### src/msa_pkg.sv
// ----------------------------------------------------------------------------
// msa_pkg: shared definitions for the moment superset accumulator
// Table depth, field widths, command codes and the control and status
// bundles that pass between the controller and the datapath.
// ----------------------------------------------------------------------------
package msa_pkg;

  localparam int NUM_MOMENTS = 1024;
  localparam int KEY_WORDS   = 2;

  localparam int CMD_W  = 2;
  localparam int IDX_W  = 10;
  localparam int KEY_W  = 64;
  localparam int VAL_W  = 64;
  localparam int CFG_W  = 11;
  localparam int MCNT_W = 11;

  localparam int AW    = (NUM_MOMENTS > 1) ? $clog2(NUM_MOMENTS) : 1;
  localparam int CNT_W = $clog2(NUM_MOMENTS + 1);
  localparam int CMP_W = (CNT_W > IDX_W) ? CNT_W : IDX_W;
  localparam int LIM_W = (CNT_W > CFG_W) ? CNT_W : CFG_W;

  localparam int NUM_RESET = 1024;
  localparam int N_RESET   = (NUM_RESET > NUM_MOMENTS) ? NUM_MOMENTS : NUM_RESET;

  localparam logic [KEY_W-1:0] KEY_MASK =
    (KEY_WORDS >= 2) ? {KEY_W{1'b1}} : {{(KEY_W-32){1'b0}}, {32{1'b1}}};

  localparam logic [MCNT_W-1:0] MCNT_MAX = {MCNT_W{1'b1}};

  typedef enum logic [CMD_W-1:0] {
    CMD_KEY_WRITE = 2'd0,
    CMD_DATA_ROW  = 2'd1,
    CMD_READ_SUM  = 2'd2
  } cmd_t;

  typedef struct packed {
    logic          accept;
    logic          clr_we;
    logic          scan_rd;
    logic [AW-1:0] addr;
    logic          read_cap;
    logic          out_load;
  } msa_ctrl_t;

  typedef struct packed {
    logic             out_free;
    logic             scan_pend;
    logic [CNT_W-1:0] n_act;
  } msa_stat_t;

endpackage

### src/msa_ctrl.sv
// ----------------------------------------------------------------------------
// msa_ctrl: sequencer for the moment superset accumulator
// Runs the clearing pass after reset, takes one command at a time, walks
// the table for a data row and hands each result to the output register.
// ----------------------------------------------------------------------------
module msa_ctrl
  import msa_pkg::*;
(
  input  logic             clk,
  input  logic             rst_n,
  input  logic             in_valid,
  input  logic [CMD_W-1:0] in_command,
  output logic             in_stall,
  input  msa_stat_t        stat,
  output msa_ctrl_t        ctrl
);

  typedef enum logic [2:0] {
    ST_CLEAR,
    ST_IDLE,
    ST_SWEEP,
    ST_READ,
    ST_FINISH
  } state_t;

  state_t           state_r, state_nxt;
  logic [CNT_W-1:0] cnt_r, cnt_nxt;

  always_comb begin
    state_nxt     = state_r;
    cnt_nxt       = cnt_r;
    ctrl          = '0;
    ctrl.addr     = cnt_r[AW-1:0];
    case (state_r)
      ST_CLEAR: begin
        ctrl.clr_we = 1'b1;
        if (cnt_r == CNT_W'(NUM_MOMENTS - 1)) begin
          cnt_nxt   = '0;
          state_nxt = ST_IDLE;
        end else begin
          cnt_nxt = cnt_r + 1'b1;
        end
      end
      ST_IDLE: begin
        if (in_valid) begin
          ctrl.accept = 1'b1;
          cnt_nxt     = '0;
          case (cmd_t'(in_command))
            CMD_DATA_ROW: state_nxt = ST_SWEEP;
            CMD_READ_SUM: state_nxt = ST_READ;
            default:      state_nxt = ST_FINISH;
          endcase
        end
      end
      ST_SWEEP: begin
        if (cnt_r < stat.n_act) begin
          ctrl.scan_rd = 1'b1;
          cnt_nxt      = cnt_r + 1'b1;
        end else if (!stat.scan_pend) begin
          state_nxt = ST_FINISH;
        end
      end
      ST_READ: begin
        ctrl.read_cap = 1'b1;
        state_nxt     = ST_FINISH;
      end
      ST_FINISH: begin
        if (stat.out_free) begin
          ctrl.out_load = 1'b1;
          state_nxt     = ST_IDLE;
        end
      end
      default: begin
        state_nxt = ST_IDLE;
      end
    endcase
  end

  always_ff @(posedge clk) begin
    if (!rst_n) begin
      state_r <= ST_CLEAR;
      cnt_r   <= '0;
    end else begin
      state_r <= state_nxt;
      cnt_r   <= cnt_nxt;
    end
  end

  assign in_stall = (state_r != ST_IDLE);

endmodule

### config.mk
export PLATFORM = sky130hd
export DESIGN_NAME = msa_ctrl
export DESIGN_NICKNAME = d
export VERILOG_FILES = /design/src/msa_pkg.sv /design/src/msa_ctrl.sv
export SDC_FILE = /design/constraint.sdc
export NUM_CORES = 1
export LEC_CHECK = 0
export ABC_AREA = 1
export BUFFER_PORTS_ARGS = -buffer_cell sky130_fd_sc_hd__buf_2
export CAP_MARGIN = 20
export CORE_MARGIN = 3
export CORE_UTILIZATION = 50
export DETAILED_ROUTE_END_ITERATION = 16
export PLACE_DENSITY_LB_ADDON = 0.15
export SLEW_MARGIN = 20
export SYNTH_ARGS = -nofsm -noshare
export SYNTH_HDL_FRONTEND = slang
export SYNTH_SLANG_ARGS = --single-unit
### constraint.sdc
create_clock -name clk -period 4.1 [get_ports clk]
set_clock_uncertainty 0.2 [all_clocks]
set_input_delay 0.82 -clock clk [delete_from_list [all_inputs] [get_ports clk]]
set_output_delay 0.82 -clock clk [all_outputs]
set_load 0.03 [all_outputs]
### Word-level counts from Yosys, hierarchy flattened

Cells that the tools add are included.

| storage, ports and cells | value |
|---|---|
| input port bits | 18 |
| output and inout bits | 16 |
| latch bits | 0 |
| bits in read-only memories | 0 |
| word-level logic and storage cells | 41 |
| memories | 0 |
| register bits | 14 |
| RAM bits | 0 |

| operators by class | value |
|---|---|
| div/mod/pow operators | 0 |
| bitwise logic cells | 0 |
| $add $sub $neg | 1 |
| equality and inequality tests | 14 |
| $lt $le $gt $ge | 1 |
| multiplexer cells | 19 |
| shift operators | 0 |
| multiply operators | 0 |
| reduce and logical (&&, ||, !) cells | 4 |

Operators with widths:

| kind | number |
|---|---|
| 11-bit 2-to-1 mux | 3 |
| 11-bit case mux with 3 select lines | 1 |
| 3-bit 2-to-1 mux | 5 |
| 3-bit case mux with 5 select lines | 1 |
| 2-bit inequality test (second input constant) | 6 |
| 11-bit by 1-bit adder with 11-bit output (second input constant) | 1 |
| 11-bit by 10-bit equality test with 1-bit output (second input constant) | 1 |
| 11-bit less-than comparator | 1 |
| 1-bit 2-to-1 mux | 8 |
| 3-bit by 2-bit equality test with 1-bit output (second input constant) | 2 |
| 3-bit case mux with 2 select lines | 1 |
| 5-bit AND reduction | 1 |
| 3-bit by 1-bit equality test with 1-bit output (second input constant) | 1 |
| 3-bit equality test (second input constant) | 1 |
| 3-bit logical NOT | 1 |
| 3-bit by 1-bit inequality test with 1-bit output (second input constant) | 1 |
| 3-bit AND reduction | 1 |
| 3-bit nonzero test | 1 |
| 2-bit by 1-bit equality test with 1-bit output (second input constant) | 1 |
| 2-bit equality test (second input constant) | 1 |

### Depth between registers and ports, before layout

Gate-level depths: netlist of run 1.

| logic depth | value |
|---|---|
| word-level depth | 4 |
| gate-level depth with buffers | 13 |

### Least setup slack after synthesis of run 1

Ideal clock, no wire load.

| path | value |
|---|---|
| path kind | input to output |
| start | in stat[10] (netlist name) |
| end | out ctrl[12] (netlist name) |
| data arrival time | 1.866 ns |
| stages on the path | 7 |
| required time | 3.080 ns |
| buffers on the path | 0 |
| path slack | 1.214 ns |
| cells stage by stage | inv_1 > ha_1 > nand2_1 > inv_1 > a21oi_1 > nand4_4 > inv_1 |

RTL lines:

| item | line | RTL |
|---|---|---|
| start: declaration | msa_ctrl.sv:14 | `input msa_stat_t stat,` |
| end: declaration | msa_ctrl.sv:15 | `output msa_ctrl_t ctrl` |

==> impl_metrics.yaml, run 1 <==
run_status:
  status: "completed"
sta:
  fin_crit_ns: 3.08
  tightestPinTransition_ns: 0.398
  tns_ns: 0
  fmax_mhz: 324
  rsz0062_at_grt: "false"
  hold_viol: 0
  drv_slew: 0
  finalCritPeriodShare_pct: 75.2
  setup_viol: 0
  slew_headroom_pct: 73.4
critical_path:
  slowest_stage: "a21oi_1"
  r2r_start: "cnt_r[10]$_SDFFE_PN0P_"
  path_max_fanout: 6
  cp.arrival_ns: 2.06
  reg2reg_to: "cnt_r[0]$_SDFFE_PN0P_"
  path_buf_inv: 5
  required_ns: 3.08
  end_kind: "primary output"
  cpMostUsedCell: "inv_1"
  crit_start: "stat[10]"
  criticalPathCategory: "in2out"
  path_depth: 9
  worstRegToRegCells: 9
  cp-start-kind: "input pin"
  critPathCapture: "ctrl[12]"
  crit_path_max_incr_delay_ns: 0.30
  worstPathCellList: "buf_2 -> inv_1 -> ha_1 -> nand2_1 -> inv_1 -> a21oi_1 -> nand4_4 -> inv_1 -> buf_2"
  r2r_slack_ns: 2.00
  critical_path.top_delay_family: "buffers and inverters"
power_and_ir_drop:
  seq_power_share_pct: 49.6
  power.internal_uw: 209
  leakage_uw: 0.000813
  ir_drop_v: 0.000140
  p_clk_share_pct: 36.1
  finalPower_uw: 290
  p_switching_uw: 80.4
  p_sw_share_pct: 27.7
  powerDensity_nw_per_um2: 189
  p_comb_share_pct: 14.3
route:
  wire_per_inst_um: 11.5
  num_vias: 1421
  firstDrtPassIters: 4
  final_antenna_net_count: 0
  drt_iter0_markers: 47
  avgViaCountPerCell: 5.21
  finalWirelength_um: 3130
  drc: 0
final_layout:
  register_area_um2: 280
  drive_above_1_share_pct: 23.9
  final_common_cell: "nand2_1"
  multi_input_area_um2: 862
  area_growth_pct: 11.6
  layout.nets: 274
  final_cell_mix: "nand2_1, buf_2, inv_1"
  antenna_cells: 0
  fill_cells: 264
  final_util_pct: 60.3
yosys:
  netlist_area_um2: 1380
  synth_seq_cells: 14
  synth_mux_area_share_pct: 0
  yosys_warnings: 0
  synth_top_family_by_area: "simple AND/OR/NAND/NOR gates"
  synth_top_area_share_pct: 20.4
  synth-simple-area-share_pct: 40.4
  synthXorXnorAreaFrac_pct: 1.27
  synth_cells: 217
  syn_nets: 247
  synth_top_cells_by_area: "dfxtp_1, nand2_1, ha_1, inv_1, a21oi_1"
  synth-compound-area-share_pct: 10.1
  avgSynthCellArea_um2: 6.34
  ys_seq_area_share_pct: 20.4
  synth_cell_types: 29
  yosys.area.top_type: "dfxtp_1"
  synth_fa_ha_area_share_pct: 10.9
clocking:
  clk_latency_ns: 0.28
  cts_root_buffer: "clkbuf_4"
  postCtsSetupBuffers: 0
  cts_tree: "yes"
  cts_resized: 0
  clk_pin_slew_ns: 0.09
  cts_buffer_depth: 2
  cts_hold_repair.buffers: 0
  cts_sinks: 14
  h-tree-depth: 1
  cts_made_buffers: 3
die:
  start_util_pct: 54.0
  placementRows: 18
  design.die.area_um2: 3420
  io_pins: 34
  core_area_um2: 2540
  dieHeight_um: 58.4
  dieWidth_um: 58.4
placed_design:
  numPortBuffers: 33
  place_congestion: 0.887
  hpwl_um: 2550
global_routing:
  grt_pass1_vias: 1200
  grt_max_degree: 12
  antenna_found_initial: 0
  track_usage_pct: 19.8
  grt_pass1_wl_um: 5290
  grt-ovfl-total: 0
run:
  maxCapViolCount: 0
hold_path:
  min_path_type: "reg2reg"
power by group through the flow:
stage          Sequential [uW]  Clock, uW  Combinational (uW)
2_1_floorplan              146          0                29.5
3_3_place_gp               147          0                40.9
3_5_place_dp               147          0                41.6
4_1_cts                    144        105                41.9
5_1_grt                    144        112                47.2
6_report                   144        105                41.5
tightest hold or removal path, delay by kind of cell, from the launching register on:
kind,cells,cell delay (ns)
AOI/OAI and AO/OA,1,0.06
DFF,1,0.36
and+or+nand+nor,1,0.08
cells in the mapped netlist:
cell type and count:
nand2_1 60, inv_1 31, a21oi_1 19, dfxtp_1 14
nand3_1 14, ha_1 12, nor2_1 12, buf_4 10
nand4_1 9, inv_2 5, nand2_2 4, nor3_1 4
nor2_2 3, o21ai_0 3, nand3_4 2, xor2_1 2
a21oi_2 1, a22oi_1 1, clkbuf_1 1, clkinv_1 1
inv_4 1, inv_6 1, nand2_4 1, nand3_2 1
nand4_4 1, nor2_4 1, nor4_1 1, o21ai_1 1
o21bai_1 1
kinds of logic (layout without fill, tap and decap cells):
logic type	after synthesis	in the layout
DFF	14	14
and+or+nand+nor	113	113
buffers and inverters	50	76
AOI/OAI and AO/OA	26	26
adders and majority gates	12	12
xor gates and xnor gates	2	2
metrics by stage:
step / setup slack (ns) / area [um2] / std cells / hold slack [ns]
global route: 0.885 / 1540 / 273 / 0.378
floorplan: 1.21 / 1380 / 217 / 0.276
global placement: 1.07 / 1500 / 269 / 0.320
CTS: 1.00 / 1540 / 273 / 0.336
finish: 1.02 / 1540 / 273 / 0.335
detailed placement: 1.00 / 1500 / 269 / 0.320
metal layers:
layer	GRT usage, %	vias to the layer above	wire (um)	part of all wire, %
met4	6.29	0	42	1.3
met1	27.2	628	1520	49
met3	2.19	7	161	5.1
li1	-	746	-	-
met2	32.2	40	1400	45
met5	0	-	0	0
area by class of cell:
cell class | count | area share [%]
multi-input cells | 153 | 56.2
inverters | 39 | 10.0
flip-flops and latches | 14 | 18.3
repair buffers | 33 | 10.8
clock buffers | 4 | 2.36
well taps | 30 | 2.44
worst min-delay path by stage:
| stage | from | end | slack (ns) | depth (start not counted) |
|---|---|---|---|---|
| 2_1_floorplan | cnt_r[7]$_SDFFE_PN0P_ | cnt_r[7]$_SDFFE_PN0P_ | 0.28 | 2 |
| 3_3_place_gp | cnt_r[7]$_SDFFE_PN0P_ | cnt_r[7]$_SDFFE_PN0P_ | 0.32 | 2 |
| 3_5_place_dp | cnt_r[7]$_SDFFE_PN0P_ | cnt_r[7]$_SDFFE_PN0P_ | 0.32 | 2 |
| 4_1_cts | cnt_r[7]$_SDFFE_PN0P_ | cnt_r[7]$_SDFFE_PN0P_ | 0.34 | 2 |
| 5_1_grt | cnt_r[9]$_SDFFE_PN0P_ | cnt_r[9]$_SDFFE_PN0P_ | 0.38 | 2 |
| 6_report | cnt_r[7]$_SDFFE_PN0P_ | cnt_r[7]$_SDFFE_PN0P_ | 0.34 | 2 |
sequential cells by signal, summed over array words and instances, names as in the netlist:
register and count:
cnt_r 11, state_r 3
(Power assumes the default switching activity.)
==> run 2: changes to the inputs <==
--- a/config.mk
+++ b/config.mk
@@ -5,7 +5,7 @@
 export SDC_FILE = /design/constraint.sdc
 export NUM_CORES = 1
 export LEC_CHECK = 0
-export ABC_AREA = 1
+export ABC_AREA = 0
 export BUFFER_PORTS_ARGS = -buffer_cell sky130_fd_sc_hd__buf_2
 export CAP_MARGIN = 20
 export CORE_MARGIN = 3
==> constraint.sdc (replaced) <==
create_clock -name clk -period 2.9 [get_ports clk]
set_clock_uncertainty 0.2 [all_clocks]
set_input_delay 0.58 -clock clk [delete_from_list [all_inputs] [get_ports clk]]
set_output_delay 0.58 -clock clk [all_outputs]
set_load 0.03 [all_outputs]
==> run 2 against run 1 <==
Total power rose by 26%. Register-to-register slack got worse by 1.6 ns. Cell area decreased by 3.4%. Die area shrank 3.2%. Setup slack worse by 0.90 ns. Hold slack lost 0.0093 ns. First-iteration DRC count unchanged. Via count decreased by 9.5%.
==> impl_metrics.yaml, run 2 <==
run_status:
  status: "completed"
critical_path:
  worstRegToRegCells: 7
  cp.arrival_ns: 2.01
  reg2reg_to: "cnt_r[4]$_SDFFE_PN0P_"
  end_kind: "primary output"
  r2r_start: "cnt_r[5]$_SDFFE_PN0P_"
  required_ns: 2.12
  path_max_fanout: 3
  cp-start-kind: "input pin"
  r2r_slack_ns: 0.41
  criticalPathCategory: "in2out"
die:
  placementRows: 18
  start_util_pct: 53.1
  design.die.area_um2: 3310
  core_area_um2: 2500
  dieWidth_um: 57.5
  dieHeight_um: 57.5
  io_pins: 34
route:
  drc: 0
  num_vias: 1286
  firstDrtPassIters: 4
  avgViaCountPerCell: 5.74
  finalWirelength_um: 3120
  final_antenna_net_count: 0
  drt_iter0_markers: 47
  wire_per_inst_um: 13.9
placed_design:
  place_congestion: 0.877
  dp.cells: 221
  hpwl_um: 2290
  dp_worst_setup_slack_ns: 0.0991
  numPortBuffers: 33
yosys:
  syn_nets: 199
  synth_top_cells_by_area: "dfxtp_1, ha_1, buf_4, inv_1, nand2_1"
  netlist_area_um2: 1330
  ys_seq_area_share_pct: 21.1
  synth_top_area_share_pct: 21.1
  synth_common_cells: "inv_1, nand2_1, dfxtp_1"
  synth_seq_cells: 14
  async_flop_share_pct: 0
  yosys_warnings: 0
  avgSynthCellArea_um2: 7.85
  synth_cells: 169
  ys.flop_type: "dfxtp_1"
  synth_edf_count: 0
  synth_cell_types: 52
  yosys.area.top_type: "dfxtp_1"
global_routing:
  track_usage_pct: 20.2
  grt-ovfl-total: 0
  grt_pass1_wl_um: 5450
  grt_max_degree: 17
  antenna_found_initial: 0
  grt_pass1_vias: 1297
run:
  maxCapViolCount: 0
sta:
  fin_crit_ns: 2.79
  hold_viol: 0
  slew_headroom_pct: 65.1
  tns_ns: 0
  tightestPinTransition_ns: 0.520
  drv_slew: 0
  fmax_mhz: 359
  rsz0062_at_grt: "false"
  fin_ws_ns: 0.112
  setup_viol: 0
  finalCritPeriodShare_pct: 96.1
power_and_ir_drop:
  leakage_uw: 0.000768
  powerDensity_nw_per_um2: 247
  ir_drop_v: 0.000276
final_layout:
  fill_cells: 241
  final_cell_mix: "buf_2, inv_1, nand2_1"
  top_regs: "cnt_r (11), state_r (3)"
  final_cell_count_no_fill: 224
  area_growth_pct: 11.8
  regMostFlops: "cnt_r"
  layout.nets: 226
  largest_reg_flops: 11
  multi_input_area_um2: 882
  final_util_pct: 59.3
  final_common_cell: "buf_2"
  drive_above_1_share_pct: 29.4
  antenna_cells: 0
  register_area_um2: 282
clocking:
  cts_root_buffer: "clkbuf_4"
  clk_pin_slew_ns: 0.08
  cts_made_buffers: 3
  cts_buffer_depth: 2
  cts_sinks: 14
  cts_tree: "yes"
  clk_latency_ns: 0.27
  h-tree-depth: 1
hold_path:
  hold_depth: 2
  min-delay-start: "cnt_r[1]$_SDFFE_PN0P_"
  min_path_type: "reg2reg"
  whs_endpoint: "cnt_r[1]$_SDFFE_PN0P_"
## run 2: power by group
group          internal, uW  switching, uW  leakage (uW)
logic                  25.2           33.5      0.000640
clock network          48.1           58.7     0.0000138
registers               196           5.18      0.000114
total                   269           97.4      0.000768
## run 2: routing by layer
metal / track usage [%] / wire, um / vias up / share of wire [%]
li1: - / - / 652 / -
met1: 25.6 / 1430 / 588 / 46
met2: 34.2 / 1490 / 40 / 48
met3: 4.75 / 177 / 6 / 5.7
met4: 5.30 / 21 / 0 / 0.67
met5: 0 / 0 / - / 0
## run 2: kinds of logic after synthesis
| family | synth area share, % |
|---|---|
| AOI/OAI and AO/OA | 27.5 |
| and+or+nand+nor | 27.6 |
| DFF | 21.1 |
| buffers and inverters | 12.4 |
| adders and majority gates | 11.3 |
## run 2: metrics by stage
| stage | hold slack, ns | power [uW] | instance area [um2] |
|---|---|---|---|
| floorplan | 0.278 | 246 | 1330 |
| global placement | 0.324 | 261 | 1460 |
| detailed placement | 0.309 | 263 | 1460 |
| CTS | 0.323 | 370 | 1480 |
| global route | 0.381 | 388 | 1480 |
| finish | 0.326 | 366 | 1480 |
## run 2: final cells by class
class	instances	area share (%)
Clock buffer	3	1.52
Timing Repair Buffer	38	13.7
Multi-Input combinational cell	124	59.5
Inverter	15	3.80
Sequential cell	14	19.0
Tap cell	30	2.53
## run 2: repair_timing
action,CTS,global route
buffers inserted,0,0
resized for setup,0,1
hold buffers,0,0
setup endpoints to repair,0,1
## run 2: how the worst max path moves through the flow
stage	from	to	slack (ns)
floorplan	stat[6]	ctrl[12]	0.06
global route	cnt_r[2]$_SDFFE_PN0P_	ctrl[12]	0.004
global placement	stat[6]	ctrl[12]	0.14
detailed placement	stat[6]	cnt_r[4]$_SDFFE_PN0P_	0.1
finish	stat[6]	ctrl[12]	0.11
CTS	cnt_r[6]$_SDFFE_PN0P_	ctrl[12]	0.06
## run 2: critical path: stages
cell      delay (ns)
buf_2           0.07
inv_1           0.03
ha_1            0.30
a21o_1          0.19
a221oi_2        0.28
o21ai_2         0.12
a41oi_1         0.22
buf_2           0.22
==> run 3: changes to the inputs <==
--- a/config.mk
+++ b/config.mk
@@ -8,7 +8,7 @@
 export ABC_AREA = 0
 export BUFFER_PORTS_ARGS = -buffer_cell sky130_fd_sc_hd__buf_2
 export CAP_MARGIN = 20
-export CORE_MARGIN = 3
+export CORE_MARGIN = 2
 export CORE_UTILIZATION = 50
 export DETAILED_ROUTE_END_ITERATION = 16
 export PLACE_DENSITY_LB_ADDON = 0.15
==> run 3 against run 2 <==
Cell area increased by 2.1%. Register-to-register slack better by 0.07 ns. Largest power group unchanged. First-iteration DRC count fell by 32%. Critical path type unchanged. Combinational power is 1% higher. Hold slack gained 0.0056 ns. Highest routed layer unchanged. Via count unchanged. Critical path depth unchanged. Utilization up 1.3 points. Flip-flop and latch count did not move. Cell count increased by 1.3%. Global-route usage shrank 0.41 points. Total power rose by 10%.
==> impl_metrics.yaml, run 3 (synthesis gave the netlist of run 2 again) <==
run_status:
  status: "completed"
sta:
  hold_ws_ns: 0.332
  setup_viol: 0
  rsz0062_at_grt: "false"
  finalCritPeriodShare_pct: 95.0
  drv_slew: 0
  fmax_mhz: 363
  hold_viol: 0
  fin_ws_ns: 0.145
  tightestPinTransition_ns: 0.480
  tns_ns: 0
  fin_crit_ns: 2.76
  slew_headroom_pct: 67.8
clocking:
  clk_pin_slew_ns: 0.09
  postCtsSetupBuffers: 0
  clk_latency_ns: 0.28
  cts_tree: "yes"
  cts_hold_repair.buffers: 0
  cts_sinks: 14
  h-tree-depth: 1
  cts_root_buffer: "clkbuf_4"
  cts_buffer_depth: 2
  cts_made_buffers: 3
  cts_resized: 0
final_layout:
  largest_reg_flops: 11
  top_regs: "cnt_r (11), state_r (3)"
  final_cell_mix: "buf_2, inv_1, nand2_1"
  final_common_cell: "buf_2"
  antenna_cells: 0
  regMostFlops: "cnt_r"
  final_cell_count_no_fill: 227
  layout.nets: 228
  fill_cells: 242
  drive_above_1_share_pct: 30.5
  area_growth_pct: 14.2
run:
  maxCapViolCount: 0
critical_path:
  required_ns: 2.12
  criticalPathCategory: "in2out"
  slowest_stage: "ha_1"
  path_buf_inv: 3
  path_max_fanout: 3
  worstPathCellList: "buf_2 -> inv_1 -> ha_1 -> a21o_1 -> a221oi_2 -> o21ai_2 -> a41oi_1 -> buf_4"
  critical_path.top_delay_family: "compound AO/OA/AOI/OAI gates"
  cp.arrival_ns: 1.98
  cp-start-kind: "input pin"
  end_kind: "primary output"
  crit_path_max_incr_delay_ns: 0.29
placed_design:
  place_congestion: 0.823
  hpwl_um: 2300
  dp.cells: 223
  numPortBuffers: 33
  dp_worst_setup_slack_ns: 0.113
hold_path:
  min_path_type: "reg2reg"
die:
  start_util_pct: 53.1
  io_pins: 34
  placementRows: 18
  design.die.area_um2: 3080
  dieWidth_um: 55.5
  core_area_um2: 2500
  dieHeight_um: 55.5
power_and_ir_drop:
  ir_drop_v: 0.000306
  leakage_uw: 0.000786
  finalPower_uw: 404
  powerDensity_nw_per_um2: 267
route:
  final_antenna_net_count: 0
  drt_iter0_markers: 32
  num_vias: 1286
  firstDrtPassIters: 4
  drc: 0
  avgViaCountPerCell: 5.67
  wire_per_inst_um: 12.9
  finalWirelength_um: 2940
global_routing:
  grt_pass1_vias: 1180
  grt_max_degree: 17
  grt-ovfl-total: 0
  track_usage_pct: 19.8
  antenna_found_initial: 0
  grt_pass1_wl_um: 5110
## run 3: final timing paths
kind | start | endpoint | slack [ns] | cells after the start
max | stat[6] | ctrl[12] | 0.14 | 8
min | cnt_r[1]$_SDFFE_PN0P_ | cnt_r[1]$_SDFFE_PN0P_ | 0.33 | 2
max reg2reg | cnt_r[5]$_SDFFE_PN0P_ | cnt_r[4]$_SDFFE_PN0P_ | 0.48 | 7
min reg2reg | cnt_r[1]$_SDFFE_PN0P_ | cnt_r[1]$_SDFFE_PN0P_ | 0.33 | 2
## run 3: stage by stage
stage / util (%) / cell area [um2]
finish: 60.6 / 1510
global route: 60.6 / 1510
CTS: 60.4 / 1510
detailed placement: 59.0 / 1470
global placement: 59.0 / 1470
floorplan: - / 1330
## run 3: where the power goes
part / switching (uW) / internal, uW
Clock: 66.9 / 76.4
Combinational: 33.9 / 25.4
Sequential: 5.20 / 196
Total: 106 / 298
## run 3: area by class of cell
type	instances	area (um2)	share of cell area (%)
Sequential cell	14	282	18.6
Inverter	15	56.3	3.72
Multi-Input combinational cell	124	882	58.3
Clock buffer	4	36.3	2.40
Timing Repair Buffer	40	220	14.5
Tap cell	30	37.5	2.48
## run 3: tightest hold or removal path, cell delays in order, from the launching register on
cell	delay, ns
dfxtp_1	0.36
nand2_1	0.07
a21oi_1	0.06
## run 3: per-layer routing
metal / global-route usage, % / vias to the layer above / wire, um
met3: 4.68 / 2 / 160
met4: 2.79 / 0 / 14
met5: 0 / - / 0
li1: - / 662 / -
met2: 32.8 / 35 / 1430
met1: 26.6 / 587 / 1330
